===== src/rtl/cst_pkg.sv =====
`default_nettype none

package cst_pkg;

    // Default build constants
    localparam int MAX_KEYWORD_CHARS_DEF = 10;
    localparam int LINE_BITS_DEF         = 32;
    localparam int KW_COUNT              = 37;
    localparam int KW_W                  = 80;

    // Scanner modes
    typedef enum logic [4:0] {
        M_IDLE, M_WORD, M_DEC, M_ZERO, M_OCT, M_HEX, M_SLASH, M_PLUS, M_MINUS,
        M_STAR, M_EQUAL, M_BANG, M_DOT, M_DOT2, M_LCOMMENT, M_BCOMMENT, M_BSTAR
    } mode_t;

    // Token kinds
    localparam logic [6:0] K_END       = 7'd0;
    localparam logic [6:0] K_ID        = 7'd1;
    localparam logic [6:0] K_INT       = 7'd2;
    localparam logic [6:0] K_BAD       = 7'd3;
    localparam logic [6:0] K_UNCLOSED  = 7'd4;
    localparam logic [6:0] K_LPAREN    = 7'd5;
    localparam logic [6:0] K_RPAREN    = 7'd6;
    localparam logic [6:0] K_LBRACE    = 7'd7;
    localparam logic [6:0] K_RBRACE    = 7'd8;
    localparam logic [6:0] K_LBRACKET  = 7'd9;
    localparam logic [6:0] K_RBRACKET  = 7'd10;
    localparam logic [6:0] K_COMMA     = 7'd11;
    localparam logic [6:0] K_SEMI      = 7'd12;
    localparam logic [6:0] K_COLON     = 7'd13;
    localparam logic [6:0] K_DOT       = 7'd14;
    localparam logic [6:0] K_ELLIPSIS  = 7'd15;
    localparam logic [6:0] K_PLUS      = 7'd16;
    localparam logic [6:0] K_INC       = 7'd17;
    localparam logic [6:0] K_ADD_EQ    = 7'd18;
    localparam logic [6:0] K_MINUS     = 7'd19;
    localparam logic [6:0] K_DEC       = 7'd20;
    localparam logic [6:0] K_SUB_EQ    = 7'd21;
    localparam logic [6:0] K_ARROW     = 7'd22;
    localparam logic [6:0] K_STAR      = 7'd23;
    localparam logic [6:0] K_MUL_EQ    = 7'd24;
    localparam logic [6:0] K_SLASH     = 7'd25;
    localparam logic [6:0] K_DIV_EQ    = 7'd26;
    localparam logic [6:0] K_ASSIGN    = 7'd27;
    localparam logic [6:0] K_EQ        = 7'd28;
    localparam logic [6:0] K_NOT       = 7'd29;
    localparam logic [6:0] K_NE        = 7'd30;
    localparam logic [6:0] K_KEYWORD0  = 7'd31;

    // One result word
    typedef struct packed {
        logic [6:0]  kind;
        logic [63:0] value;
        logic [31:0] line;
        logic [7:0]  len;
    } token_t;

    // Results of one input word, in order
    typedef struct packed {
        logic [1:0]       n;
        token_t [2:0]     tok;
    } result_t;

    // Keyword text, last character in the low byte
    localparam logic [KW_W-1:0] KW_TEXT [KW_COUNT] = '{
        "auto", "break", "case", "char", "const", "continue", "default", "do",
        "double", "extern", "else", "enum", "float", "for", "goto", "int", "if",
        "inline", "long", "return", "restrict", "register", "static", "short",
        "sizeof", "switch", "struct", "signed", "typedef", "unsigned", "union",
        "void", "volatile", "while", "_Bool", "_Complex", "_Imaginary"
    };

    localparam logic [7:0] KW_LEN [KW_COUNT] = '{
        8'd4, 8'd5, 8'd4, 8'd4, 8'd5, 8'd8, 8'd7, 8'd2, 8'd6, 8'd6, 8'd4, 8'd4,
        8'd5, 8'd3, 8'd4, 8'd3, 8'd2, 8'd6, 8'd4, 8'd6, 8'd8, 8'd8, 8'd6, 8'd5,
        8'd6, 8'd6, 8'd6, 8'd6, 8'd7, 8'd8, 8'd5, 8'd4, 8'd8, 8'd5, 8'd5, 8'd8,
        8'd10
    };

    // Kind of a finished word: a keyword code or identifier.
    function automatic logic [6:0] kw_lookup(input logic [KW_W-1:0] key,
                                             input logic [7:0] len);
        logic [6:0] kind;
        kind = K_ID;
        for (int i = 0; i < KW_COUNT; i++) begin
            if (len == KW_LEN[i] && key == KW_TEXT[i]) begin
                kind = K_KEYWORD0 + 7'(i);
            end
        end
        return kind;
    endfunction

endpackage

`default_nettype wire


===== src/rtl/cst_scan.sv =====
`default_nettype none

module cst_scan import cst_pkg::*; #(
    parameter int MAX_KEYWORD_CHARS = MAX_KEYWORD_CHARS_DEF,
    parameter int LINE_BITS         = LINE_BITS_DEF
) (
    input  wire logic        aclk,
    input  wire logic        aresetn,
    input  wire logic        fire,
    input  wire logic [7:0]  source_byte,
    input  wire logic        end_of_input,
    output result_t          res
);

    localparam int KEY_W = MAX_KEYWORD_CHARS * 8;
    localparam logic [LINE_BITS-1:0] LINE_MAX = '1;

    mode_t                mode_reg, mode_next;
    logic [KEY_W-1:0]     key_reg, key_next;
    logic [7:0]           len_reg, len_next;
    logic [63:0]          acc_reg, acc_next;
    logic [LINE_BITS-1:0] line_reg, line_next;
    logic [LINE_BITS-1:0] cline_reg, cline_next;
    logic                 cr_reg, cr_next;

    logic [7:0]  b;
    logic        is_letter, is_digit, is_nl, is_hex;
    logic [3:0]  dval, hval;
    logic [31:0] line32, cline32;
    logic [LINE_BITS-1:0] line_inc;
    token_t      word_tok, flush_tok;
    logic        flush_has, flush_two;

    function automatic token_t mk(input logic [6:0] kind, input logic [63:0] value,
                                  input logic [31:0] line, input logic [7:0] len);
        token_t t;
        t.kind  = kind;
        t.value = value;
        t.line  = line;
        t.len   = len;
        return t;
    endfunction

    // Byte classes
    always_comb begin
        b         = source_byte;
        is_letter = (b >= "a" && b <= "z") || (b >= "A" && b <= "Z") || b == "_";
        is_digit  = b >= "0" && b <= "9";
        is_nl     = b == 8'h0a || b == 8'h0d;
        dval      = 4'(b - "0");
        is_hex    = 1'b1;
        if (is_digit) begin
            hval = dval;
        end else if (b >= "a" && b <= "f") begin
            hval = 4'(b - "a" + 8'd10);
        end else if (b >= "A" && b <= "F") begin
            hval = 4'(b - "A" + 8'd10);
        end else begin
            hval   = 4'd0;
            is_hex = 1'b0;
        end
        line32   = 32'(line_reg);
        cline32  = 32'(cline_reg);
        line_inc = (line_reg == LINE_MAX) ? line_reg : line_reg + 1'b1;
    end

    // Token that the current mode holds if it ends now
    always_comb begin
        word_tok = mk(kw_lookup(key_reg[KW_W-1:0], len_reg), 64'd0, line32, 8'd0);
        if (word_tok.kind == K_ID) begin
            word_tok.len = len_reg;
        end
        flush_has = 1'b1;
        flush_two = 1'b0;
        flush_tok = mk(K_INT, acc_reg, line32, 8'd0);
        unique case (mode_reg)
            M_WORD:                        flush_tok = word_tok;
            M_DEC, M_ZERO, M_OCT, M_HEX:   flush_tok = mk(K_INT, acc_reg, line32, 8'd0);
            M_SLASH:                       flush_tok = mk(K_SLASH, 64'd0, line32, 8'd0);
            M_PLUS:                        flush_tok = mk(K_PLUS, 64'd0, line32, 8'd0);
            M_MINUS:                       flush_tok = mk(K_MINUS, 64'd0, line32, 8'd0);
            M_STAR:                        flush_tok = mk(K_STAR, 64'd0, line32, 8'd0);
            M_EQUAL:                       flush_tok = mk(K_ASSIGN, 64'd0, line32, 8'd0);
            M_BANG:                        flush_tok = mk(K_NOT, 64'd0, line32, 8'd0);
            M_DOT:                         flush_tok = mk(K_DOT, 64'd0, line32, 8'd0);
            M_DOT2: begin
                flush_tok = mk(K_DOT, 64'd0, line32, 8'd0);
                flush_two = 1'b1;
            end
            M_BCOMMENT, M_BSTAR:           flush_tok = mk(K_UNCLOSED, 64'd0, cline32, 8'd0);
            default:                       flush_has = 1'b0;
        endcase
    end

    // Step: end-of-input flush, or mode byte handling, then idle handling when the byte is handed back
    always_comb begin
        logic redo;
        logic [1:0] n;
        res        = '0;
        n          = 2'd0;
        redo       = 1'b0;
        mode_next  = mode_reg;
        key_next   = key_reg;
        len_next   = len_reg;
        acc_next   = acc_reg;
        line_next  = line_reg;
        cline_next = cline_reg;
        cr_next    = cr_reg;
        if (end_of_input) begin
            if (flush_has) begin
                res.tok[n] = flush_tok;
                n = n + 2'd1;
            end
            if (flush_two) begin
                res.tok[n] = flush_tok;
                n = n + 2'd1;
            end
            res.tok[n] = mk(K_END, 64'd0, line32, 8'd0);
            n = n + 2'd1;
            mode_next = M_IDLE;
            cr_next   = 1'b0;
        end else begin
            cr_next = b == 8'h0d;
            unique case (mode_reg)
                M_IDLE: redo = 1'b1;
                M_WORD: begin
                    if (is_letter || is_digit) begin
                        if (len_reg < 8'(MAX_KEYWORD_CHARS)) begin
                            key_next = {key_reg[KEY_W-9:0], b};
                        end
                        if (len_reg != 8'hff) begin
                            len_next = len_reg + 8'd1;
                        end
                    end else begin
                        redo = 1'b1;
                    end
                end
                M_DEC: begin
                    if (is_digit) begin
                        acc_next = {acc_reg[60:0], 3'b0} + {acc_reg[62:0], 1'b0}
                                   + 64'(dval);
                    end else begin
                        redo = 1'b1;
                    end
                end
                M_ZERO: begin
                    if (b == "x" || b == "X") begin
                        mode_next = M_HEX;
                    end else if (is_digit) begin
                        mode_next = M_OCT;
                        acc_next  = 64'(dval);
                    end else begin
                        redo = 1'b1;
                    end
                end
                M_OCT: begin
                    if (is_digit) begin
                        acc_next = {acc_reg[60:0], 3'b0} + 64'(dval);
                    end else begin
                        redo = 1'b1;
                    end
                end
                M_HEX: begin
                    if (is_hex) begin
                        acc_next = {acc_reg[59:0], hval};
                    end else begin
                        redo = 1'b1;
                    end
                end
                M_SLASH: begin
                    if (b == "/") begin
                        mode_next = M_LCOMMENT;
                    end else if (b == "*") begin
                        mode_next  = M_BCOMMENT;
                        cline_next = line_reg;
                    end else if (b == "=") begin
                        res.tok[n] = mk(K_DIV_EQ, 64'd0, line32, 8'd0);
                        n = n + 2'd1;
                        mode_next = M_IDLE;
                    end else begin
                        redo = 1'b1;
                    end
                end
                M_PLUS: begin
                    if (b == "+" || b == "=") begin
                        res.tok[n] = mk((b == "+") ? K_INC : K_ADD_EQ, 64'd0, line32, 8'd0);
                        n = n + 2'd1;
                        mode_next = M_IDLE;
                    end else begin
                        redo = 1'b1;
                    end
                end
                M_MINUS: begin
                    if (b == "-" || b == "=" || b == ">") begin
                        res.tok[n] = mk((b == "-") ? K_DEC : ((b == "=") ? K_SUB_EQ : K_ARROW),
                                        64'd0, line32, 8'd0);
                        n = n + 2'd1;
                        mode_next = M_IDLE;
                    end else begin
                        redo = 1'b1;
                    end
                end
                M_STAR, M_EQUAL, M_BANG: begin
                    if (b == "=") begin
                        res.tok[n] = mk(flush_tok.kind + 7'd1, 64'd0, line32, 8'd0);
                        n = n + 2'd1;
                        mode_next = M_IDLE;
                    end else begin
                        redo = 1'b1;
                    end
                end
                M_DOT: begin
                    if (b == ".") begin
                        mode_next = M_DOT2;
                    end else begin
                        redo = 1'b1;
                    end
                end
                M_DOT2: begin
                    if (b == ".") begin
                        res.tok[n] = mk(K_ELLIPSIS, 64'd0, line32, 8'd0);
                        n = n + 2'd1;
                        mode_next = M_IDLE;
                    end else begin
                        redo = 1'b1;
                    end
                end
                M_LCOMMENT: redo = is_nl;
                M_BCOMMENT, M_BSTAR: begin
                    if (is_nl) begin
                        if (!(b == 8'h0a && cr_reg)) begin
                            line_next = line_inc;
                        end
                        mode_next = M_BCOMMENT;
                    end else if (b == "*") begin
                        mode_next = M_BSTAR;
                    end else if (b == "/" && mode_reg == M_BSTAR) begin
                        mode_next = M_IDLE;
                    end else begin
                        mode_next = M_BCOMMENT;
                    end
                end
                default: redo = 1'b1;
            endcase

            if (redo) begin
                // The pending token of an interrupted mode goes out first.
                if (flush_has) begin
                    res.tok[n] = flush_tok;
                    n = n + 2'd1;
                end
                if (flush_two) begin
                    res.tok[n] = flush_tok;
                    n = n + 2'd1;
                end
                mode_next = M_IDLE;
                case (b)
                    8'h20, 8'h09, 8'h0b, 8'h0c: ;
                    8'h0a, 8'h0d: begin
                        if (!(b == 8'h0a && cr_reg)) begin
                            line_next = line_inc;
                        end
                    end
                    "0": begin
                        mode_next = M_ZERO;
                        acc_next  = 64'd0;
                    end
                    "/": mode_next = M_SLASH;
                    "+": mode_next = M_PLUS;
                    "-": mode_next = M_MINUS;
                    "*": mode_next = M_STAR;
                    "=": mode_next = M_EQUAL;
                    "!": mode_next = M_BANG;
                    ".": mode_next = M_DOT;
                    "(", ")", "{", "}", "[", "]", ",", ";", ":": begin
                        case (b)
                            "(":     res.tok[n] = mk(K_LPAREN, 64'd0, line32, 8'd0);
                            ")":     res.tok[n] = mk(K_RPAREN, 64'd0, line32, 8'd0);
                            "{":     res.tok[n] = mk(K_LBRACE, 64'd0, line32, 8'd0);
                            "}":     res.tok[n] = mk(K_RBRACE, 64'd0, line32, 8'd0);
                            "[":     res.tok[n] = mk(K_LBRACKET, 64'd0, line32, 8'd0);
                            "]":     res.tok[n] = mk(K_RBRACKET, 64'd0, line32, 8'd0);
                            ",":     res.tok[n] = mk(K_COMMA, 64'd0, line32, 8'd0);
                            ";":     res.tok[n] = mk(K_SEMI, 64'd0, line32, 8'd0);
                            default: res.tok[n] = mk(K_COLON, 64'd0, line32, 8'd0);
                        endcase
                        n = n + 2'd1;
                    end
                    default: begin
                        if (is_digit) begin
                            mode_next = M_DEC;
                            acc_next  = 64'(dval);
                        end else if (is_letter) begin
                            mode_next = M_WORD;
                            key_next  = KEY_W'(b);
                            len_next  = 8'd1;
                        end else begin
                            res.tok[n] = mk(K_BAD, 64'(b), line32, 8'd0);
                            n = n + 2'd1;
                        end
                    end
                endcase
            end
        end
        res.n = n;
    end

    // Scanner state
    always_ff @(posedge aclk) begin
        if (!aresetn) begin
            mode_reg  <= M_IDLE;
            key_reg   <= '0;
            len_reg   <= 8'd0;
            acc_reg   <= 64'd0;
            line_reg  <= LINE_BITS'(1);
            cline_reg <= LINE_BITS'(1);
            cr_reg    <= 1'b0;
        end else if (fire) begin
            mode_reg  <= mode_next;
            key_reg   <= key_next;
            len_reg   <= len_next;
            acc_reg   <= acc_next;
            line_reg  <= line_next;
            cline_reg <= cline_next;
            cr_reg    <= cr_next;
        end
    end

endmodule

`default_nettype wire


===== src/rtl/cst_outbuf.sv =====
`default_nettype none

module cst_outbuf import cst_pkg::*; (
    input  wire logic   aclk,
    input  wire logic   aresetn,
    input  wire logic   load,
    input  result_t     res,
    output logic        can_load,
    output logic        m_valid,
    input  wire logic   m_ready,
    output token_t      m_tok,
    output logic        m_last
);

    token_t [2:0] slot_reg;
    logic [1:0]   cnt_reg;
    logic [1:0]   idx_reg;

    // Current word and drain control
    always_comb begin
        m_valid  = cnt_reg != 2'd0;
        m_last   = idx_reg == cnt_reg - 2'd1;
        m_tok    = slot_reg[idx_reg];
        can_load = !m_valid || (m_last && m_ready);
    end

    always_ff @(posedge aclk) begin
        if (load) begin
            slot_reg <= res.tok;
        end
    end

    always_ff @(posedge aclk) begin
        if (!aresetn) begin
            cnt_reg <= 2'd0;
            idx_reg <= 2'd0;
        end else if (load) begin
            cnt_reg <= res.n;
            idx_reg <= 2'd0;
        end else if (m_valid && m_ready) begin
            if (m_last) begin
                cnt_reg <= 2'd0;
                idx_reg <= 2'd0;
            end else begin
                idx_reg <= idx_reg + 2'd1;
            end
        end
    end

endmodule

`default_nettype wire


===== src/rtl/c_source_tokenizer_core.sv =====
// The first token of a byte appears on the result port the cycle after the byte is taken.
// Throughput: one byte per cycle when it yields at most one token and the receiver is
// ready; a byte that yields several tokens (up to 3) holds the input while the result
// buffer drains one word per cycle whenever the receiver is ready.
// Reset (aresetn low, synchronous): scanner idle, line count one, buffer empty.
`default_nettype none

module c_source_tokenizer_core import cst_pkg::*; #(
    parameter int MAX_KEYWORD_CHARS = MAX_KEYWORD_CHARS_DEF,
    parameter int LINE_BITS         = LINE_BITS_DEF
) (
    input  wire logic        aclk,
    input  wire logic        aresetn,
    input  wire logic        s_valid,
    output logic             s_ready,
    input  wire logic [7:0]  s_source_byte,
    input  wire logic        s_end_of_input,
    output logic             m_valid,
    input  wire logic        m_ready,
    output logic [6:0]       m_token_kind,
    output logic [63:0]      m_token_value,
    output logic [31:0]      m_line_number,
    output logic [7:0]       m_ident_length,
    output logic             m_last_of_run
);

    logic    in_fire;
    result_t res;
    token_t  tok;

    assign in_fire = s_valid && s_ready;

    // Byte scanner with its state
    cst_scan #(
        .MAX_KEYWORD_CHARS(MAX_KEYWORD_CHARS),
        .LINE_BITS        (LINE_BITS)
    ) u_scan (
        .aclk        (aclk),
        .aresetn     (aresetn),
        .fire        (in_fire),
        .source_byte (s_source_byte),
        .end_of_input(s_end_of_input),
        .res         (res)
    );

    // Result buffer
    cst_outbuf u_outbuf (
        .aclk    (aclk),
        .aresetn (aresetn),
        .load    (in_fire),
        .res     (res),
        .can_load(s_ready),
        .m_valid (m_valid),
        .m_ready (m_ready),
        .m_tok   (tok),
        .m_last  (m_last_of_run)
    );

    assign m_token_kind   = tok.kind;
    assign m_token_value  = tok.value;
    assign m_line_number  = tok.line;
    assign m_ident_length = tok.len;

    // An end mark always produces at least the end token.
    a_end_out: assert property (@(posedge aclk) disable iff (!aresetn)
        in_fire && s_end_of_input |=> m_valid)
        else $error("end mark gave no result");

    // A taken word that is not last keeps the buffer occupied.
    a_more: assert property (@(posedge aclk) disable iff (!aresetn)
        m_valid && m_ready && !m_last_of_run |=> m_valid)
        else $error("buffer emptied before last word");

    // Input is never taken while a non-last word waits.
    a_hold: assert property (@(posedge aclk) disable iff (!aresetn)
        m_valid && !m_last_of_run |-> !s_ready)
        else $error("input taken during drain");

endmodule

`default_nettype wire


===== config.mk =====
export PLATFORM = sky130hd
export DESIGN_NAME = c_source_tokenizer_core
export DESIGN_NICKNAME = d
export VERILOG_FILES = /design/src/rtl/cst_pkg.sv /design/src/rtl/cst_scan.sv /design/src/rtl/cst_outbuf.sv /design/src/rtl/c_source_tokenizer_core.sv
export SDC_FILE = /design/constraint.sdc
export NUM_CORES = 2
export LEC_CHECK = 0
export BUFFER_PORTS_ARGS = -buffer_cell sky130_fd_sc_hd__buf_4
export CAP_MARGIN = 20
export CORE_MARGIN = 4
export CORE_UTILIZATION = 30
export CTS_BUF_LIST = sky130_fd_sc_hd__clkbuf_2 sky130_fd_sc_hd__clkbuf_4 sky130_fd_sc_hd__clkbuf_8
export DETAILED_ROUTE_END_ITERATION = 10
export PLACE_DENSITY_LB_ADDON = 0.1
export SLEW_MARGIN = 20
export SYNTH_ARGS = -nofsm -noshare
export SYNTH_HDL_FRONTEND = slang
export SYNTH_HIERARCHICAL = 1
export SYNTH_SLANG_ARGS = --single-unit

===== constraint.sdc =====
create_clock -name aclk -period 30.6 [get_ports aclk]
set_input_delay 6.12 -clock aclk [delete_from_list [all_inputs] [get_ports aclk]]
set_output_delay 6.12 -clock aclk [all_outputs]
set_load 0.005 [all_outputs]

## Word level (Yosys, flattened, before mapping)

Cells that the tools add are included.

- Bits in registers: 559
- Input bits: 13
- Logic and storage cells: 430

- $add $sub $neg: 18
- Order comparisons: 20
- Equal/unequal tests: 97
- Multiplexer cells: 189
- Bitwise operators: 3
- Reductions and logical operators: 82

Operators by type and width:

| kind | number |
|---|---|
| bitwise mux 333 bit | 14 |
| two-way mux 333 bit | 12 |
| case mux 333 bit (8 select lines) | 1 |
| two-way mux 111 bit | 14 |
| demux 111 bit (select 2 bit) | 5 |
| case mux 111 bit (9 select lines) | 1 |
| equality test 80 x 47 -> 1 bit, second input constant | 9 |
| case mux 333 bit (2 select lines) | 1 |
| equality test 80 x 31 -> 1 bit, second input constant | 8 |
| equality test 80 x 39 -> 1 bit, second input constant | 7 |
| two-way mux 80 bit | 7 |
| case mux 111 bit (5 select lines) | 1 |
| equality test 80 x 63 -> 1 bit, second input constant | 6 |
| two-way mux 64 bit | 7 |
| case mux 64 bit (4 select lines) | 1 |
| two-way mux 32 bit | 7 |
| binary-select mux 111 bit (select 2 bit) | 1 |
| two-way mux 6 bit | 32 |
| equality test 80 x 15 -> 1 bit, second input constant | 2 |
| equality test 80 x 23 -> 1 bit, second input constant | 2 |
| equality test 80 x 55 -> 1 bit, second input constant | 2 |
| adder 64 x 4 -> 64 bit | 2 |
| case mux 64 bit (2 select lines) | 1 |
| equality test 8 x 6 -> 1 bit, second input constant | 15 |
| 60 further kinds | 251 |

## Logic depth before layout (Yosys ltp)

- Depth after elaboration: 60
- Mapped depth: 19
- Depth with buffers taken out: 19

## Hierarchy

The synthesis kept the hierarchy.

By module, submodules not included:

| module | times used | cells each | area an instance (sq um) |
|---|---|---|---|
| cst_scan | 1 | 3266 | 23357.4 |
| cst_outbuf | 1 | 734 | 12608.3 |
| c_source_tokenizer_core | 1 | 1 | 6.3 |

## Worst setup path after synthesis

Ideal clock, no wire load.

- Kind: input-to-reg
- Start: input m_ready
- End: register u_scan.mode_reg[1]
- Setup time: 67 ps
- Data arrival time: 16758 ps
- Data required time: 30533 ps
- Slack: 13775 ps
- Stages: 6
- Path through: a21o_1 > and2_1 > o21ai_1 > a2111oi_0 > a21oi_1 > nor2b_1

- Word-level cells in the longest chain between the ends: 4

RTL lines:

| what | RTL line | source |
|---|---|---|
| from (decl) | c_source_tokenizer_core.sv:19 | `input wire logic m_ready,` |
| logical AND 1 bit | cst_outbuf.sv:24 | `can_load = !m_valid \|\| (m_last && m_ready);` |
| logical OR 1 bit | cst_outbuf.sv:24 |  |
| logical AND 1 bit | c_source_tokenizer_core.sv:31 | `assign in_fire = s_valid && s_ready;` |
| net in_fire | c_source_tokenizer_core.sv:27 | `logic in_fire;` |
| AND reduction 7 bit (no source line) | -- |  |
| to (signal assigned) | cst_scan.sv:319 | `mode_reg <= mode_next;` |
| to (decl) | cst_scan.sv:18 | `mode_t mode_reg, mode_next;` |

The timed path passes the listed nets, and every way through them passes these cells.
A chain may end at the register's enable or synchronous reset.

## Worst setup path after layout

- Start: input m_ready
- End: output s_ready

- Word-level cells in the longest chain between the ends: 2

RTL lines:

| what | RTL line | source |
|---|---|---|
| logical AND 1 bit | cst_outbuf.sv:24 |  |
| logical OR 1 bit | cst_outbuf.sv:24 |  |
| to (decl) | c_source_tokenizer_core.sv:15 | `output logic s_ready,` |

No other way between the ends.

==> run summary <==
Status: finished clean
Synth cell types: 103
Leading area contributor after synthesis: edfxtp_1
CP max stage delay: 0.16 ns
Crit-path slowest cell: a21o_1
Worst hold-check path type: register to register
Net Sw Power: 0.0006821 W
Sink Count: 559
Final Max Tran Viols: 0
DR vias: 30,200
Routed length per instance: 22.62 um
Tmin final: 12.65 ns
Setup slack after placement: 17.95 ns
Routed WL: 129.0 mm
Critical-path cell list: buf_4, a21o_1, buf_4
Number of global-route vias before repair: 29,210
Number of port buffers: 126
Sw Share: 31.92%
Top-count cell post-synth: nand2_1
Util after Layout: 33.76%
DIE AREA: 125,500 sq um
Placed cells: 5,503
Worst Clk Skew: 0.06561 ns
Vias per inst: 5.296
Total Nets Final: 4,168
Cts bufs inserted: 104
Largest family of logic cells by synthesized area: simple AND/OR/NAND/NOR gates
DRC violations left: 0
Syn-to-layout area delta: 11.26%
Clock power share: 36.4%
Final worst slack: 17.95 ns
Peak supply drop: 0.02635 mV
Clock Latency Late Sink: 0.81 ns
RSZ-0062 raised after global routing: false
Post-CTS sizing: 0
XOR/XNOR Fraction of Synth Area: 3.381%
Combinational share of power: 20.1%
Antenna Nets Post-Route: 0
Initial antenna violation count: 6
DRC marker count from the first detailed-route iteration: 2,724
Final non-filler cell total: 5,701
PwrDens: 53.38 nW/um^2
Measured slew at the worst slew-check pin: 1.151 ns
Post-synth top area share: 27.80%
Synth Area in Adders: 5.120%
P_leak: 14.17 nW
Max reg flops: 333
Mean area per synthesized cell: 8.991 sq um
Simple logic cell fraction of the synthesized area: 22.17%
Share of layout cells above drive strength 1: 10.37%
Max_slew headroom: 22.43%
Number of synthesized flops with an enable pin: 333
Largest net degree at the start of global routing: 157
Top FF cell, synth: edfxtp_1
First-pass GRT wire length: 193.5 mm
Post-CTS repair timing setup buffer count: 0
CP endpoint kind: primary output
Post-synthesis mux area share: 3.732%
Ys async rst share: 0%
Routability cong.: 0.9373
Seq cells post-synth: 559
Critical Path Fanout Max: 3
Die W: 354.3 um
Initial Utilization: 30.34%
I/O Pins: 127
Int Pwr: 0.001454 W
WS Path Type: input pin to primary output
Register area share after synthesis: 40.38%
Cell area after synthesis: 35,970 sq um
Pre-Repair DR Iteration Count: 6
CP required: 24.48 ns
Post-Syn Instances: 4,001
Fin crit share: 41.35%
Post-synth top cells: 437 x nand2_1, 333 x edfxtp_1, 280 x o21ai_0
Clock buffer depth: 3
Max Clk Rate: 0.07904 GHz
Synth Area in Compound Gates: 18.32%
Crit-path most repeated cell: buf_4
Hold Fails Final Rpt: 0
CTS tree: built
CP arrival: 6.53 ns
Root buf cell: clkbuf_8
HPWL Detailed: 90.19 mm
Total global-route track usage: 19.87%
YS warnings: 6
Clock slew at reported path FFs: 0.05 ns
Reg power frac: 43.5%
Die H: 354.3 um
CORE AREA: 118,600 sq um
FP Rows: 126
Global route overflow: 0
Dominant cells by area after synthesis: edfxtp_1 28%, dfxtp_1 13%, ha_1 5.0%, nand2_1 4.6%, o21ai_0 3.9%
H-tree levels: 3
Post-CTS Hold Fix Bufs: 0
MaxCap Viol Count: 0
Setup_tns: 0 ns
CP Launch Type: input pin
Finish-stage setup viols: 0
## power groups by stage
stage,sequential [W],combinational (W),clock [W]
floorplan,0.000947,0.000272,0
global placement,0.000944,0.000434,0
detailed placement,0.000945,0.000434,0
CTS,0.000929,0.000435,0.000812
global route,0.000937,0.000469,0.000846
finish,0.000929,0.000430,0.000777
## routing by layer
metal	track usage (%)	up-vias	part of all wire [%]
met2	29.75	928	43
li1	-	14530	-
met3	2.975	205	5.6
met1	29.15	14540	49
met5	0	-	0
met4	6.572	0	3.0
## critical path: cells and delay by family
family	cells	cell delay, ns
buffers and inverters	2	0.25
AOI/OAI and AO/OA	1	0.16
## per-stage QoR
step	cell area [sq um]	power, W	hold slack (ns)
floorplan	36470	0.001220	0.4395
global placement	37770	0.001378	0.4543
detailed placement	37780	0.001380	0.4597
CTS	40010	0.002176	0.4683
global route	40020	0.002252	0.4887
finish	40020	0.002136	0.4649
## area by class of cell
class	instances	area (sq um)
clock buffer	151	1866
clock inverter	45	370.4
sequential	559	14530
multi-input combinational	3091	19560
fill	12410	78530
antenna	2	5.005
tap	1600	2002
timing repair buffer	190	1451
inverter	63	236.5
## path summary, 6_finish.rpt
check                          start                     to  cells past startpoint  slack, ns
setup / recovery             m_ready                s_ready                      3      17.95
hold / removal    u_scan/cline32[30]     u_scan/cline32[30]                      2       0.46
setup reg to reg  u_scan/mode_reg[2]  u_outbuf/slot_reg[42]                     12      24.85
hold reg to reg   u_scan/cline32[30]     u_scan/cline32[30]                      2       0.46
## cell usage in the layout (no fill, tap or decap), types with 62 or more instances in the layout
| cell | count |
|---|---|
| a21oi_1 | 177 |
| a22oi_1 | 130 |
| and2_1 | 145 |
| buf_4 | 188 |
| clkbuf_8 | 117 |
| conb_1 | 134 |
| dfxtp_1 | 224 |
| edfxtp_1 | 333 |
| ha_1 | 144 |
| inv_1 | 62 |
| mux2i_1 | 133 |
| nand2_1 | 436 |
| nand3_1 | 102 |
| nand4_1 | 100 |
| nor2_1 | 213 |
| nor2b_1 | 151 |
| nor3_1 | 95 |
| o21ai_0 | 279 |
| xnor2_1 | 86 |
## logic make-up after synthesis
logic type,after synthesis
buffers and inverters,484
muxes,134
and+or+nand+nor,1529
other,1
adders and majority gates,146
AOI/OAI and AO/OA,1010
xor gates and xnor gates,138
DFF,559
Note: power is estimated with default switching activity, not from simulation.
